## src/hw/rtl/energy_meter_frame_decoder_unit_macros.svh

```systemverilog
// Assertion helpers
`ifndef ENERGY_METER_FRAME_DECODER_UNIT_MACROS_SVH
`define ENERGY_METER_FRAME_DECODER_UNIT_MACROS_SVH

`define EMFD_ASSERT(lbl, clk, rstn, prop, msg) \
  lbl: assert property (@(posedge clk) disable iff (!rstn) (prop)) else $error(msg);

`define EMFD_ASSERT_NEXT(lbl, clk, rstn, pre, post, msg) \
  lbl: assert property (@(posedge clk) disable iff (!rstn) (pre) |=> (post)) else $error(msg);

`endif

```

## src/hw/rtl/emfd_pkg.sv

```systemverilog
package emfd_pkg;

  localparam int unsigned FrameBytes = 24;

  typedef struct packed {
    logic [7:0] data_byte;
    logic       frame_start;
  } in_req_t;

  typedef struct packed {
    logic [2:0]  status;
    logic [47:0] voltage_q16;
    logic [23:0] current_value;
    logic [47:0] power_q16;
    logic        power_overflow;
    logic [37:0] energy_e4;
  } out_req_t;

  typedef enum logic [2:0] {
    ST_OK       = 3'd0,
    ST_PWR_OVF  = 3'd1,
    ST_CAL      = 3'd2,
    ST_CSUM     = 3'd3,
    ST_ZERO_DIV = 3'd4
  } status_e;

  typedef enum logic [0:0] {
    CFG_VOLT = 1'd0,
    CFG_PWR  = 1'd1
  } cfg_idx_e;

  typedef enum logic [3:0] {
    S_IDLE, S_CHECK, S_D1, S_M1, S_D2, S_D3, S_M3, S_MDEN, S_DPPK,
    S_MPF, S_DEN, S_FIN, S_OUT
  } state_e;

  localparam logic [7:0]  HdrCal    = 8'haa;
  localparam logic [7:0]  HdrOvfLim = 8'hf0;
  localparam logic [7:0]  HdrOvfFlg = 8'hf1;
  localparam logic [23:0] CoefReset = 24'd197001;
  // 3.6e12 * 65536
  localparam logic [63:0] EnergyNum = 64'd235929600000000000;
  localparam logic [15:0] Ten4      = 16'd10000;

  typedef struct packed {
    logic start;
    logic busy;
  } unit_ctl_t;

endpackage

```

## src/hw/rtl/energy_meter_frame_decoder_unit.sv

```systemverilog
// Decode path: from the last frame byte to out_valid_o a frame runs through
// five serial 64-bit divisions and four multiplies; headers above 0xf0 skip
// one division and one multiply, and rejected frames go straight to output.
// Throughput: one byte per cycle while collecting; frame end blocks input
// until decoding is done and the previous result has been taken.
// Reset: coefficients to 197001, frame waits for a start, counters cleared.
`include "energy_meter_frame_decoder_unit_macros.svh"
module energy_meter_frame_decoder_unit (
  input  logic                 clk_i,
  input  logic                 rst_ni,
  input  logic                 in_valid_i,
  output logic                 in_ready_o,
  input  emfd_pkg::in_req_t    in_data_i,
  output logic                 out_valid_o,
  input  logic                 out_ready_i,
  output emfd_pkg::out_req_t   out_data_o,
  input  logic                 cfg_valid_i,
  output logic                 cfg_ready_o,
  input  logic [0:0]           cfg_index_i,
  input  logic [23:0]          cfg_data_i
);
  localparam int unsigned FRAME_BYTES = emfd_pkg::FrameBytes;
  localparam int PW = $clog2(FRAME_BYTES + 1);

  logic [7:0] mem_q [FRAME_BYTES];
  logic [PW-1:0] pos_q;
  logic [7:0] csum_q, povf_q;
  logic lub_q;
  logic [23:0] vcoef_q, pcoef_q;
  emfd_pkg::state_e st_q, st_d;
  logic [63:0] ra_q, rb_q, rc_q;
  emfd_pkg::out_req_t res_q, out_q;
  logic out_v_q;

  logic acc_in, acc_out, last_byte, out_load;
  logic [PW-1:0] wpos;
  logic [7:0] csum_n;

  assign in_ready_o  = (st_q == emfd_pkg::S_IDLE);
  assign cfg_ready_o = 1'b1;
  assign acc_in  = in_valid_i && in_ready_o;
  assign acc_out = out_v_q && out_ready_i;
  assign out_load = (st_q == emfd_pkg::S_OUT) && (!out_v_q || acc_out);
  assign wpos = in_data_i.frame_start ? '0 : pos_q;
  assign last_byte = acc_in && (wpos == PW'(FRAME_BYTES - 1));
  always_comb begin
    csum_n = in_data_i.frame_start ? 8'd0 : csum_q;
    if (wpos >= PW'(2) && wpos <= PW'(FRAME_BYTES - 2))
      csum_n = csum_n + in_data_i.data_byte;
  end

  always_ff @(posedge clk_i) begin
    if (acc_in && wpos < PW'(FRAME_BYTES)) mem_q[wpos[PW-1:0]] <= in_data_i.data_byte;
  end

  // frame fields
  logic [7:0] hdr;
  logic [23:0] vp, vr, cp, cr, pp, pr;
  logic ovf;
  logic [2:0] chk_st;
  assign hdr = mem_q[0];
  assign vp = {mem_q[2], mem_q[3], mem_q[4]};
  assign vr = {mem_q[5], mem_q[6], mem_q[7]};
  assign cp = {mem_q[8], mem_q[9], mem_q[10]};
  assign cr = {mem_q[11], mem_q[12], mem_q[13]};
  assign pp = {mem_q[14], mem_q[15], mem_q[16]};
  assign pr = {mem_q[17], mem_q[18], mem_q[19]};
  assign ovf = hdr > emfd_pkg::HdrOvfLim;
  assign chk_st = (hdr == emfd_pkg::HdrCal) ? emfd_pkg::ST_CAL :
                  (csum_q != mem_q[FRAME_BYTES-1]) ? emfd_pkg::ST_CSUM :
                  emfd_pkg::ST_ZERO_DIV;

  // shared units
  emfd_pkg::unit_ctl_t dctl, mctl;
  logic [63:0] dnum, dden, dquo, ma, mp;
  logic [23:0] mb;
  logic ddone, mdone;

  emfd_div u_div (.clk_i, .rst_ni, .ctl_i(dctl), .num_i(dnum), .den_i(dden),
                  .done_o(ddone), .quo_o(dquo));
  emfd_mul u_mul (.clk_i, .rst_ni, .ctl_i(mctl), .a_i(ma), .b_i(mb),
                  .done_o(mdone), .p_o(mp));

  logic started_q, started_d;
  logic is_div, is_mul;
  always_comb begin
    is_div = (st_q == emfd_pkg::S_D1) || (st_q == emfd_pkg::S_D2) ||
             (st_q == emfd_pkg::S_D3) || (st_q == emfd_pkg::S_DPPK) ||
             (st_q == emfd_pkg::S_DEN);
    is_mul = (st_q == emfd_pkg::S_M1) || (st_q == emfd_pkg::S_M3) ||
             (st_q == emfd_pkg::S_MDEN) || (st_q == emfd_pkg::S_MPF);
  end

  always_comb begin
    dctl.start = is_div && !started_q;
    dctl.busy  = is_div;
    mctl.start = is_mul && !started_q;
    mctl.busy  = is_mul;
    dnum = '0; dden = '0; ma = '0; mb = '0;
    unique case (st_q)
      emfd_pkg::S_D1: begin dnum = {40'd0, vp}; dden = {40'd0, vr}; end
      emfd_pkg::S_D2: begin dnum = {40'd0, cp}; dden = {40'd0, cr}; end
      emfd_pkg::S_D3: begin dnum = {40'd0, pp}; dden = {40'd0, pr}; end
      emfd_pkg::S_DPPK: begin dnum = emfd_pkg::EnergyNum; dden = rc_q; end
      emfd_pkg::S_DEN: begin dnum = ra_q; dden = rb_q; end
      emfd_pkg::S_M1: begin ma = ra_q; mb = vcoef_q; end
      emfd_pkg::S_M3: begin ma = ra_q; mb = pcoef_q; end
      emfd_pkg::S_MDEN: begin ma = {40'd0, pp}; mb = pcoef_q; end
      emfd_pkg::S_MPF: begin ma = {40'd0, povf_q, mem_q[21], mem_q[22]};
                             mb = {8'd0, emfd_pkg::Ten4}; end
      default: ;
    endcase
  end

  logic step_done;
  assign step_done = (is_div && ddone) || (is_mul && mdone);

  always_comb begin
    st_d = st_q;
    started_d = (is_div || is_mul) && !step_done;
    unique case (st_q)
      emfd_pkg::S_IDLE: if (last_byte) st_d = emfd_pkg::S_CHECK;
      emfd_pkg::S_CHECK: begin
        if (hdr == emfd_pkg::HdrCal || csum_q != mem_q[FRAME_BYTES-1]) st_d = emfd_pkg::S_OUT;
        else if (vr == '0 || cr == '0 || (!ovf && pr == '0)) st_d = emfd_pkg::S_OUT;
        else st_d = emfd_pkg::S_MDEN;
      end
      emfd_pkg::S_MDEN: if (step_done) st_d = emfd_pkg::S_D1;
      emfd_pkg::S_D1:   if (step_done) st_d = emfd_pkg::S_M1;
      emfd_pkg::S_M1:   if (step_done) st_d = emfd_pkg::S_D2;
      emfd_pkg::S_D2:   if (step_done) st_d = ovf ? emfd_pkg::S_DPPK : emfd_pkg::S_D3;
      emfd_pkg::S_D3:   if (step_done) st_d = emfd_pkg::S_M3;
      emfd_pkg::S_M3:   if (step_done) st_d = emfd_pkg::S_DPPK;
      emfd_pkg::S_DPPK: if (step_done) st_d = emfd_pkg::S_MPF;
      emfd_pkg::S_MPF:  if (step_done) st_d = emfd_pkg::S_DEN;
      emfd_pkg::S_DEN:  if (step_done) st_d = emfd_pkg::S_FIN;
      emfd_pkg::S_FIN:  st_d = emfd_pkg::S_OUT;
      emfd_pkg::S_OUT:  if (!out_v_q || acc_out) st_d = emfd_pkg::S_IDLE;
      default: st_d = emfd_pkg::S_IDLE;
    endcase
  end

  logic zden;
  assign zden = (rc_q == '0) || (rc_q > emfd_pkg::EnergyNum);

  always_ff @(posedge clk_i or negedge rst_ni) begin
    if (!rst_ni) begin
      st_q <= emfd_pkg::S_IDLE;
      started_q <= 1'b0;
      pos_q <= PW'(FRAME_BYTES);
      csum_q <= '0;
      lub_q <= 1'b0;
      povf_q <= '0;
      vcoef_q <= emfd_pkg::CoefReset;
      pcoef_q <= emfd_pkg::CoefReset;
      out_v_q <= 1'b0;
    end else begin
      st_q <= st_d;
      started_q <= started_d;
      if (cfg_valid_i) begin
        unique case (cfg_index_i)
          emfd_pkg::CFG_VOLT: vcoef_q <= cfg_data_i;
          emfd_pkg::CFG_PWR:  pcoef_q <= cfg_data_i;
          default: ;
        endcase
      end
      if (acc_in && (in_data_i.frame_start || pos_q < PW'(FRAME_BYTES))) begin
        pos_q <= wpos + PW'(1);
        csum_q <= csum_n;
      end
      if (st_q == emfd_pkg::S_CHECK && hdr != emfd_pkg::HdrCal &&
          csum_q == mem_q[FRAME_BYTES-1] && mem_q[20][7] != lub_q) begin
        lub_q <= mem_q[20][7];
        povf_q <= povf_q + 8'd1;
      end
      if (out_load) out_v_q <= 1'b1;
      else if (acc_out) out_v_q <= 1'b0;
    end
  end

  always_ff @(posedge clk_i) begin
    if (st_q == emfd_pkg::S_CHECK) begin
      res_q <= {chk_st, 159'd0};
    end
    if (is_mul && mdone && st_q == emfd_pkg::S_MDEN) rc_q <= mp;
    if (is_div && ddone) begin
      unique case (st_q)
        emfd_pkg::S_D1, emfd_pkg::S_D3: ra_q <= dquo;
        emfd_pkg::S_D2: res_q.current_value <= dquo[23:0];
        emfd_pkg::S_DPPK: rb_q <= dquo;
        emfd_pkg::S_DEN: res_q.energy_e4 <= dquo[37:0];
        default: ;
      endcase
    end
    if (is_mul && mdone) begin
      unique case (st_q)
        emfd_pkg::S_M1: res_q.voltage_q16 <= mp[47:0];
        emfd_pkg::S_M3: res_q.power_q16 <= mp[47:0];
        emfd_pkg::S_MPF: ra_q <= mp;
        default: ;
      endcase
    end
    if (st_q == emfd_pkg::S_MDEN && !started_q) begin
      res_q.power_q16 <= '0;
    end
    if (st_q == emfd_pkg::S_FIN) begin
      if (zden) begin
        res_q <= {emfd_pkg::ST_ZERO_DIV, 159'd0};
      end else begin
        res_q.status <= (hdr == emfd_pkg::HdrOvfFlg) ? emfd_pkg::ST_PWR_OVF : emfd_pkg::ST_OK;
        res_q.power_overflow <= ovf;
      end
    end
    if (out_load) out_q <= res_q;
  end

  // zero-divisor check on the product happens at FIN, after the ppk division
  // and its use in DEN; a zero product makes DPPK finish with all ones, ignored at FIN.
  assign out_valid_o = out_v_q;
  assign out_data_o  = out_q;

  `EMFD_ASSERT_NEXT(a_no_in_busy, clk_i, rst_ni, st_q != emfd_pkg::S_IDLE, !acc_in || st_q == emfd_pkg::S_IDLE, "input accepted while decoding")
  `EMFD_ASSERT(a_pos_range, clk_i, rst_ni, pos_q <= PW'(FRAME_BYTES), "byte position out of range")
  `EMFD_ASSERT_NEXT(a_last_dec, clk_i, rst_ni, last_byte, st_q == emfd_pkg::S_CHECK, "frame end not decoded")
endmodule

```

## src/hw/rtl/emfd_div.sv

```systemverilog
// bit-serial restoring divider, one quotient bit per cycle
module emfd_div (
  input  logic          clk_i,
  input  logic          rst_ni,
  input  emfd_pkg::unit_ctl_t ctl_i,
  input  logic [63:0]   num_i,
  input  logic [63:0]   den_i,
  output logic          done_o,
  output logic [63:0]   quo_o
);
  logic [63:0] rem_q, rem_d, quo_q, quo_d, den_q;
  logic [64:0] trial;
  logic [6:0]  cnt_q, cnt_d;
  logic        run_q, run_d;

  assign trial = {rem_q, quo_q[63]} - {1'b0, den_q};

  always_comb begin
    rem_d = rem_q;
    quo_d = quo_q;
    cnt_d = cnt_q;
    run_d = run_q;
    if (ctl_i.start) begin
      rem_d = '0;
      quo_d = num_i;
      cnt_d = 7'd64;
      run_d = 1'b1;
    end else if (run_q) begin
      if (!trial[64]) begin
        rem_d = trial[63:0];
        quo_d = {quo_q[62:0], 1'b1};
      end else begin
        rem_d = {rem_q[62:0], quo_q[63]};
        quo_d = {quo_q[62:0], 1'b0};
      end
      cnt_d = cnt_q - 7'd1;
      if (cnt_q == 7'd1) run_d = 1'b0;
    end
  end

  always_ff @(posedge clk_i or negedge rst_ni) begin
    if (!rst_ni) begin
      run_q <= 1'b0;
      cnt_q <= '0;
    end else begin
      run_q <= run_d;
      cnt_q <= cnt_d;
    end
  end

  always_ff @(posedge clk_i) begin
    rem_q <= rem_d;
    quo_q <= quo_d;
    if (ctl_i.start) den_q <= den_i;
  end

  assign done_o = ctl_i.busy && !run_q && !ctl_i.start;
  assign quo_o  = quo_q;
endmodule

```

## src/hw/rtl/emfd_mul.sv

```systemverilog
// shift-add multiplier, 8 bits of the narrow operand per cycle
module emfd_mul (
  input  logic          clk_i,
  input  logic          rst_ni,
  input  emfd_pkg::unit_ctl_t ctl_i,
  input  logic [63:0]   a_i,
  input  logic [23:0]   b_i,
  output logic          done_o,
  output logic [63:0]   p_o
);
  logic [63:0] acc_q, a_q;
  logic [23:0] b_q;
  logic [1:0]  cnt_q;
  logic        run_q;

  always_ff @(posedge clk_i or negedge rst_ni) begin
    if (!rst_ni) begin
      run_q <= 1'b0;
      cnt_q <= '0;
    end else if (ctl_i.start) begin
      run_q <= 1'b1;
      cnt_q <= 2'd3;
    end else if (run_q) begin
      cnt_q <= cnt_q - 2'd1;
      if (cnt_q == 2'd1) run_q <= 1'b0;
    end
  end

  always_ff @(posedge clk_i) begin
    if (ctl_i.start) begin
      acc_q <= '0;
      a_q   <= a_i;
      b_q   <= b_i;
    end else if (run_q) begin
      acc_q <= acc_q + a_q * {56'd0, b_q[7:0]};
      a_q   <= {a_q[55:0], 8'd0};
      b_q   <= {8'd0, b_q[23:8]};
    end
  end

  assign done_o = ctl_i.busy && !run_q && !ctl_i.start;
  assign p_o    = acc_q;
endmodule

```

## config.mk

```make
export PLATFORM = sky130hd
export DESIGN_NAME = energy_meter_frame_decoder_unit
export DESIGN_NICKNAME = d
export VERILOG_FILES = /design/src/hw/rtl/emfd_pkg.sv /design/src/hw/rtl/energy_meter_frame_decoder_unit.sv /design/src/hw/rtl/emfd_div.sv /design/src/hw/rtl/emfd_mul.sv
export VERILOG_INCLUDE_DIRS = /design/src /design/src/hw/rtl
export SDC_FILE = /design/constraint.sdc
export NUM_CORES = 2
export LEC_CHECK = 0
export BUFFER_PORTS_ARGS = -buffer_cell sky130_fd_sc_hd__buf_2
export CAP_MARGIN = 20
export CORE_MARGIN = 2
export CORE_UTILIZATION = 42
export DETAILED_ROUTE_END_ITERATION = 6
export PLACE_DENSITY = 0.64
export SLEW_MARGIN = 5
export SYNTH_ARGS = -nofsm -noshare
export SYNTH_HDL_FRONTEND = slang
export SYNTH_SLANG_ARGS = --single-unit
```

## constraint.sdc

```tcl
create_clock -name clk_i -period 26.5 [get_ports clk_i]
set_input_delay 1.325 -clock clk_i [delete_from_list [all_inputs] [get_ports clk_i]]
set_output_delay 1.325 -clock clk_i [all_outputs]
set_load 0.01 [all_outputs]
```

# Yosys cells after proc, flatten, opt, wreduce, memory -nomap -nowiden
# Memories as Yosys holds them, arrays and structs flattened.
# Cells that the tools add are included.
dict set report totals {
  reg_bits 947
  ram_bits 192
  elab_cells 209
  memories 1
}
dict set report classes {
  add_sub_neg 7
  multipliers 1
  magnitude_cmp 6
  n_eq_ne 32
  mux 66
  bitwise 1
  n_reduce_logical 61
}
# name depth width rd rd_clocked_by_memory_dff write_ports line
set mem_list {}
lappend mem_list {mem_q 24 8 23 0 1 energy_meter_frame_decoder_unit.sv:25} ;# logic [7:0] mem_q [FRAME_BYTES];
# cell count
set op_table {}
lappend op_table {{64-bit case mux with 5 select lines} 2}
lappend op_table {{64-bit two-way mux} 9}
lappend op_table {{162-bit two-way mux} 2}
lappend op_table {{48-bit two-way mux} 5}
lappend op_table {{64-bit case mux with 3 select lines} 1}
lappend op_table {{120-bit two-way mux} 1}
lappend op_table {{38-bit two-way mux} 3}
lappend op_table {{24-bit two-way mux} 4}
lappend op_table {{24-bit logical NOT} 3}
lappend op_table {{24-bit case mux with 3 select lines} 1}
lappend op_table {{65-bit by 64-bit subtractor with 65-bit output} 1}
lappend op_table {{64-bit adder} 1}
lappend op_table {{64-bit by 58-bit > comparator with 1-bit output, second input constant} 1}
lappend op_table {{64-bit logical NOT} 1}
lappend op_table {{64-bit by 8-bit multiplier with 64-bit output} 1}
lappend op_table {{4-bit two-way mux} 14}
lappend op_table {{4-bit case mux with 13 select lines} 1}
lappend op_table {{1-bit logical AND} 22}
lappend op_table {{4-bit == test, second input constant} 5}
lappend op_table {{2-bit != test, second input constant} 9}
lappend op_table {{4-bit by 3-bit == test with 1-bit output, second input constant} 4}
lappend op_table {{8-bit == test, second input constant} 2}
lappend op_table {{8-bit two-way mux} 2}
lappend op_table {{1-bit logical OR} 15}
lappend op_table {{31 further kinds} 64}

# Logic depth before layout (Yosys ltp)
dict set report logic_depth {
  depth_word 12
  ltp_mapped 23
  mapped_depth_nobuf 21
}

# Hierarchy
# A second synthesis with hierarchy kept.
dict set report hier_totals {
  cells_unflattened 5900
  area_unflattened_um2 64036.4
}
# mod n_inst cells_each area_each_um2 seq_area_each_um2
set modules_own_cells {}
lappend modules_own_cells {energy_meter_frame_decoder_unit 1 2336 29604.6 20507.2}
lappend modules_own_cells {emfd_mul 1 2350 22427.8 3998.8}
lappend modules_own_cells {emfd_div 1 1214 12004.0 5325.1}

# Least setup slack after synthesis
# Ideal clock, no wire load.
dict set report synth_path {
  path_type {in2reg}
  from {input out_ready_i}
  to {register out_q (netlist bit out_data_o[0]), enable pin}
  setup_ns 0.738
  arrival_ns 9.179
  required_ns 25.762
  slack_ns 16.583
  cell_stages 2
  n_path_buf 0
  cell_sequence {inv_1 a21oi_1}
}
dict set report synth_between {
  elab_chain_len 3
}
# item line
set synth_rtl {}
lappend synth_rtl {{from (decl)} energy_meter_frame_decoder_unit.sv:15} ;# input logic out_ready_i,
lappend synth_rtl {{1-bit logical AND} energy_meter_frame_decoder_unit.sv:42} ;# assign acc_out = out_v_q && out_ready_i;
lappend synth_rtl {{1-bit logical OR} energy_meter_frame_decoder_unit.sv:43} ;# assign out_load = (st_q == emfd_pkg::S_OUT) && (!out_v_q || acc_out);
lappend synth_rtl {{1-bit logical AND} energy_meter_frame_decoder_unit.sv:43}
lappend synth_rtl {{net out_load} energy_meter_frame_decoder_unit.sv:35} ;# logic acc_in, acc_out, last_byte, out_load;
lappend synth_rtl {{to (signal assigned)} energy_meter_frame_decoder_unit.sv:214} ;# if (out_load) out_q <= res_q;
lappend synth_rtl {{to (decl)} energy_meter_frame_decoder_unit.sv:32} ;# emfd_pkg::out_req_t res_q, out_q;
# The timed path passes the listed nets, and every way through them passes these cells.
# A chain may end at the register's enable or synchronous reset.

# Final worst setup path
dict set report layout_path {
  from {register u_mul.b_q[0]}
  to {register u_mul.acc_q[35], in the netlist u_mul.p_o[35]}
}
dict set report layout_between {
  elab_chain_len 2
}
# item line
set layout_rtl {}
lappend layout_rtl {{from (decl)} emfd_mul.sv:12} ;# logic [23:0] b_q;
lappend layout_rtl {{from (signal assigned)} emfd_mul.sv:33} ;# b_q <= b_i;
lappend layout_rtl {{from (signal assigned)} emfd_mul.sv:37} ;# b_q <= {8'd0, b_q[23:8]};
lappend layout_rtl {{64-bit by 8-bit multiplier with 64-bit output} emfd_mul.sv:35} ;# acc_q <= acc_q + a_q * {56'd0, b_q[7:0]};
lappend layout_rtl {{64-bit adder} emfd_mul.sv:35}
lappend layout_rtl {{to (signal assigned)} emfd_mul.sv:35}
lappend layout_rtl {{to (decl)} emfd_mul.sv:11} ;# logic [63:0] acc_q, a_q;
# Every way passes these cells.

==> metrics.yaml <==
status: "complete, no violations"
seq_area_frac_synth: 0.473
yosys.cell_count.top_type: "nand2_1"
slew_headroom: 0.217
synthArstFlopShare: 0.0774
switchingPower_mw: 0.772
clock_skew_ns: 0.0785
worst-path-buf-inv: 4
post_cts_buffers: 0
clockBufferDepth: 3
globalRouteTotalUtil: 0.236
fmaxAchievable_ghz: 0.134
grt_pass1_vias: 45500
cp_max_fo: 47
intPower_mw: 2.83
period_share: 0.281
ir_drop_uv: 60.8
cts-hold-fix-buffers: 0
htreeDepth: 3
cts_root_buf: "clkbuf_16"
initial_utilization: 0.422
endpoint_kind: "register"
grt_max_degree: 106
seqPwrFrac: 0.522
gp_congestion: 0.926
comb_power_share: 0.019
nets: 6643
cp_slowest_stage_delay_ns: 0.90
cpMaxStageDelayCell: "edfxtp_1"
avgRoutedWirePerCell_um: 22.2
final_antenna_net_count: 0
syn_nets: 6612
drive_gt1_frac: 0.0899
yosys_most_used_dff: "edfxtp_1"
synth.largest_area_cell: "edfxtp_1"
wl_um: 181000
cp.arrival_ns: 8.04
grt_pass1_wl_um: 277000
netlist.area_leader.share: 0.327
yosysWarnings: 0
cts_tree: "built"
yosys_register_bits: 1124
post_cts_resized: 0
synth_common_cells: "nand2_1 (735), edfxtp_1 (687), inv_1 (598)"
vias: 45700
rows: 142
setup-violations-final: 0
min_period_ns: 7.45
syn_inst: 6009
clk_pin_slew_ns: 0.07
numCtsBuffers: 115
critPathRequiredTime_ns: 27.10
p_total_mw: 3.60
cts.sinks: 1124
p_leak_nw: 28.8
crit_path_frequent_cell: "fa_1"
tns_ns: 0
slew_violations: 0
final_hold_viol_count: 0
power.density_mw_per_mm2: 51.6
drt_iter0_markers: 4511
synth.distinct_cells: 82
final_util: 0.467
grt_overflow_total: 0
io_buffers: 202
critPathKind: "register to register"
p_sw_frac: 0.215
clk_latency_ns: 0.79
antenna_found_initial: 8
hp-class: "register to register"
crit_chain: "buf_4 > nand2_1 > fa_1 > inv_1 > fa_1 > fa_1 > inv_1 > fa_1 > inv_1 > ha_1 > nand2_1 > nor2_1 > nand4_1 > o22ai_1 > a21boi_0 > o21ai_0 > nor3b_1 > a21oi_1 > or4_1 > o311ai_0"
synth_edf_count: 687
synthesis.area_mm2: 0.0630
start_kind: "register"
clkPwrFrac: 0.458
syn_avg_cell_area_um2: 10.5
rsz0062_at_grt: "false"
path_delay_family: "adder cells"
max_cap_violations: 0
core_mm2: 0.149
worst_pin_slew_ns: 1.15
hpwl_um: 127000
avgViaCountPerCell: 5.60
ioPinCount: 204
fp.dieW_um: 391
synth_area_leaders: "edfxtp_1 (33%), fa_1 (13%), dfxtp_1 (11%), nand2_1 (4.4%), inv_1 (3.6%)"
drtPass1Iterations: 7
die-area_mm2: 0.153
die_y_um: 391
area_delta_synth_final_pct: 10.6
route.detailed.drc: 0
flip-flops by register name (all words and copies together), names as in the netlist, 4 cells and up:
signal	cells
csum_q	8
mem_q	177
out_data_o	162
pcoef_q	24
pos_q	5
povf_q	8
ra_q	64
rb_q	64
rc_q	64
res_q	162
st_q	4
u_div.cnt_q	7
u_div.den_q	64
u_div.quo_o	64
u_div.rem_q	64
u_mul.a_q	64
u_mul.b_q	24
u_mul.p_o	64
vcoef_q	24
metrics by stage:
stage                     hold slack, ns  instances  area (µm²)  setup slack [ns]
after CTS                          0.408       8159       69700             19.20
after detailed placement           0.405       7939       65900             19.32
after global placement             0.405       7937       65800             19.44
after global routing               0.428       8159       69700             18.66
after floorplan                    0.400       6009       63000             16.58
final                              0.415       8160       69700             19.05
cell usage in the layout (no fill, tap or decap), drive strengths merged, types with 14 or more instances in the layout:
| cell type | n |
|---|---|
| a22o | 46 |
| buf | 263 |
| nand2b | 18 |
| a22oi | 62 |
| a31oi | 51 |
| xnor2 | 105 |
| nand3 | 294 |
| mux2 | 55 |
| nand2 | 735 |
| a21oi | 374 |
| o22ai | 26 |
| nor3 | 50 |
| and2 | 349 |
| o21ai | 232 |
| a221oi | 18 |
| mux2i | 142 |
| a222oi | 48 |
| o21a | 21 |
| nor4 | 40 |
| nor2b | 22 |
| dfstp | 14 |
| o211ai | 14 |
| clkinv | 31 |
| dfxtp | 350 |
| o21bai | 27 |
| nand4 | 55 |
| a21o | 61 |
| ha | 152 |
| dfrtp | 73 |
| and3 | 19 |
| inv | 604 |
| xor2 | 44 |
| fa | 412 |
| a211oi | 28 |
| nor2 | 288 |
| o31ai | 29 |
| clkbuf | 171 |
| edfxtp | 687 |
cell type report:
class / count / area (µm²)
Fill cell: 13700 / 79700
Sequential cell: 1124 / 29800
Multi-Input combinational cell: 3937 / 29700
Clock buffer: 171 / 3260
Tap cell: 2016 / 2520
Inverter: 599 / 2260
Timing Repair Buffer: 263 / 1500
Clock inverter: 49 / 621
Antenna cell: 1 / 2.50
layer usage:
metal | vias to the layer above | global-route usage | share of wire
met1 | 22900 | 0.328 | 0.43
li1 | 20700 | - | -
met3 | 312 | 0.0368 | 0.078
met2 | 1765 | 0.375 | 0.46
met4 | 0 | 0.0810 | 0.034
met5 | - | 0 | 0
worst register-to-register path, delay by kind of cell (launching register included):
kind,cells,cell delay (ns)
adder cells (fa/ha/maj),5,2.34
AND/OR/NAND/NOR,6,1.71
AO/OA/AOI/OAI,5,1.57
flip-flops,1,0.90
buffers and inverters,4,0.75
logic make-up (layout without fill, tap and decap cells):
| group | after synthesis | in the layout | synth area share |
|---|---|---|---|
| AO/OA/AOI/OAI | 1108 | 1108 | 0.112 |
| XOR/XNOR | 149 | 149 | 0.0208 |
| adder cells (fa/ha/maj) | 564 | 564 | 0.161 |
| buffers and inverters | 948 | 1082 | 0.0569 |
| flip-flops | 1124 | 1124 | 0.473 |
| multiplexers | 197 | 197 | 0.0324 |
| other | 1 | 2 | 0.0000595 |
| AND/OR/NAND/NOR | 1918 | 1918 | 0.144 |
power by group through the flow:
stage	sequential (mW)	combinational [mW]	clock, mW
after floorplan	1.91	0.0485	0
after global placement	1.91	0.0670	0
after detailed placement	1.92	0.0702	0
after CTS	1.88	0.0705	1.68
after global routing	1.88	0.0774	1.74
final	1.88	0.0700	1.65
worst paths after layout:
check	from	endpoint	slack (ns)	cells past startpoint
hold / removal	res_q[43]	out_data_o[43]	0.42	0
max in group asynchronous	rst_ni	u_div.run_q	24.67	2
min in group asynchronous	rst_ni	pcoef_q[12]	0.54	1
setup reg to reg	u_mul.b_q[0]	u_mul.p_o[35]	19.05	20
setup / recovery	u_mul.b_q[0]	u_mul.p_o[35]	19.05	20
hold reg to reg	res_q[43]	out_data_o[43]	0.42	0
No activity file was read; power rests on OpenSTA's default activity.
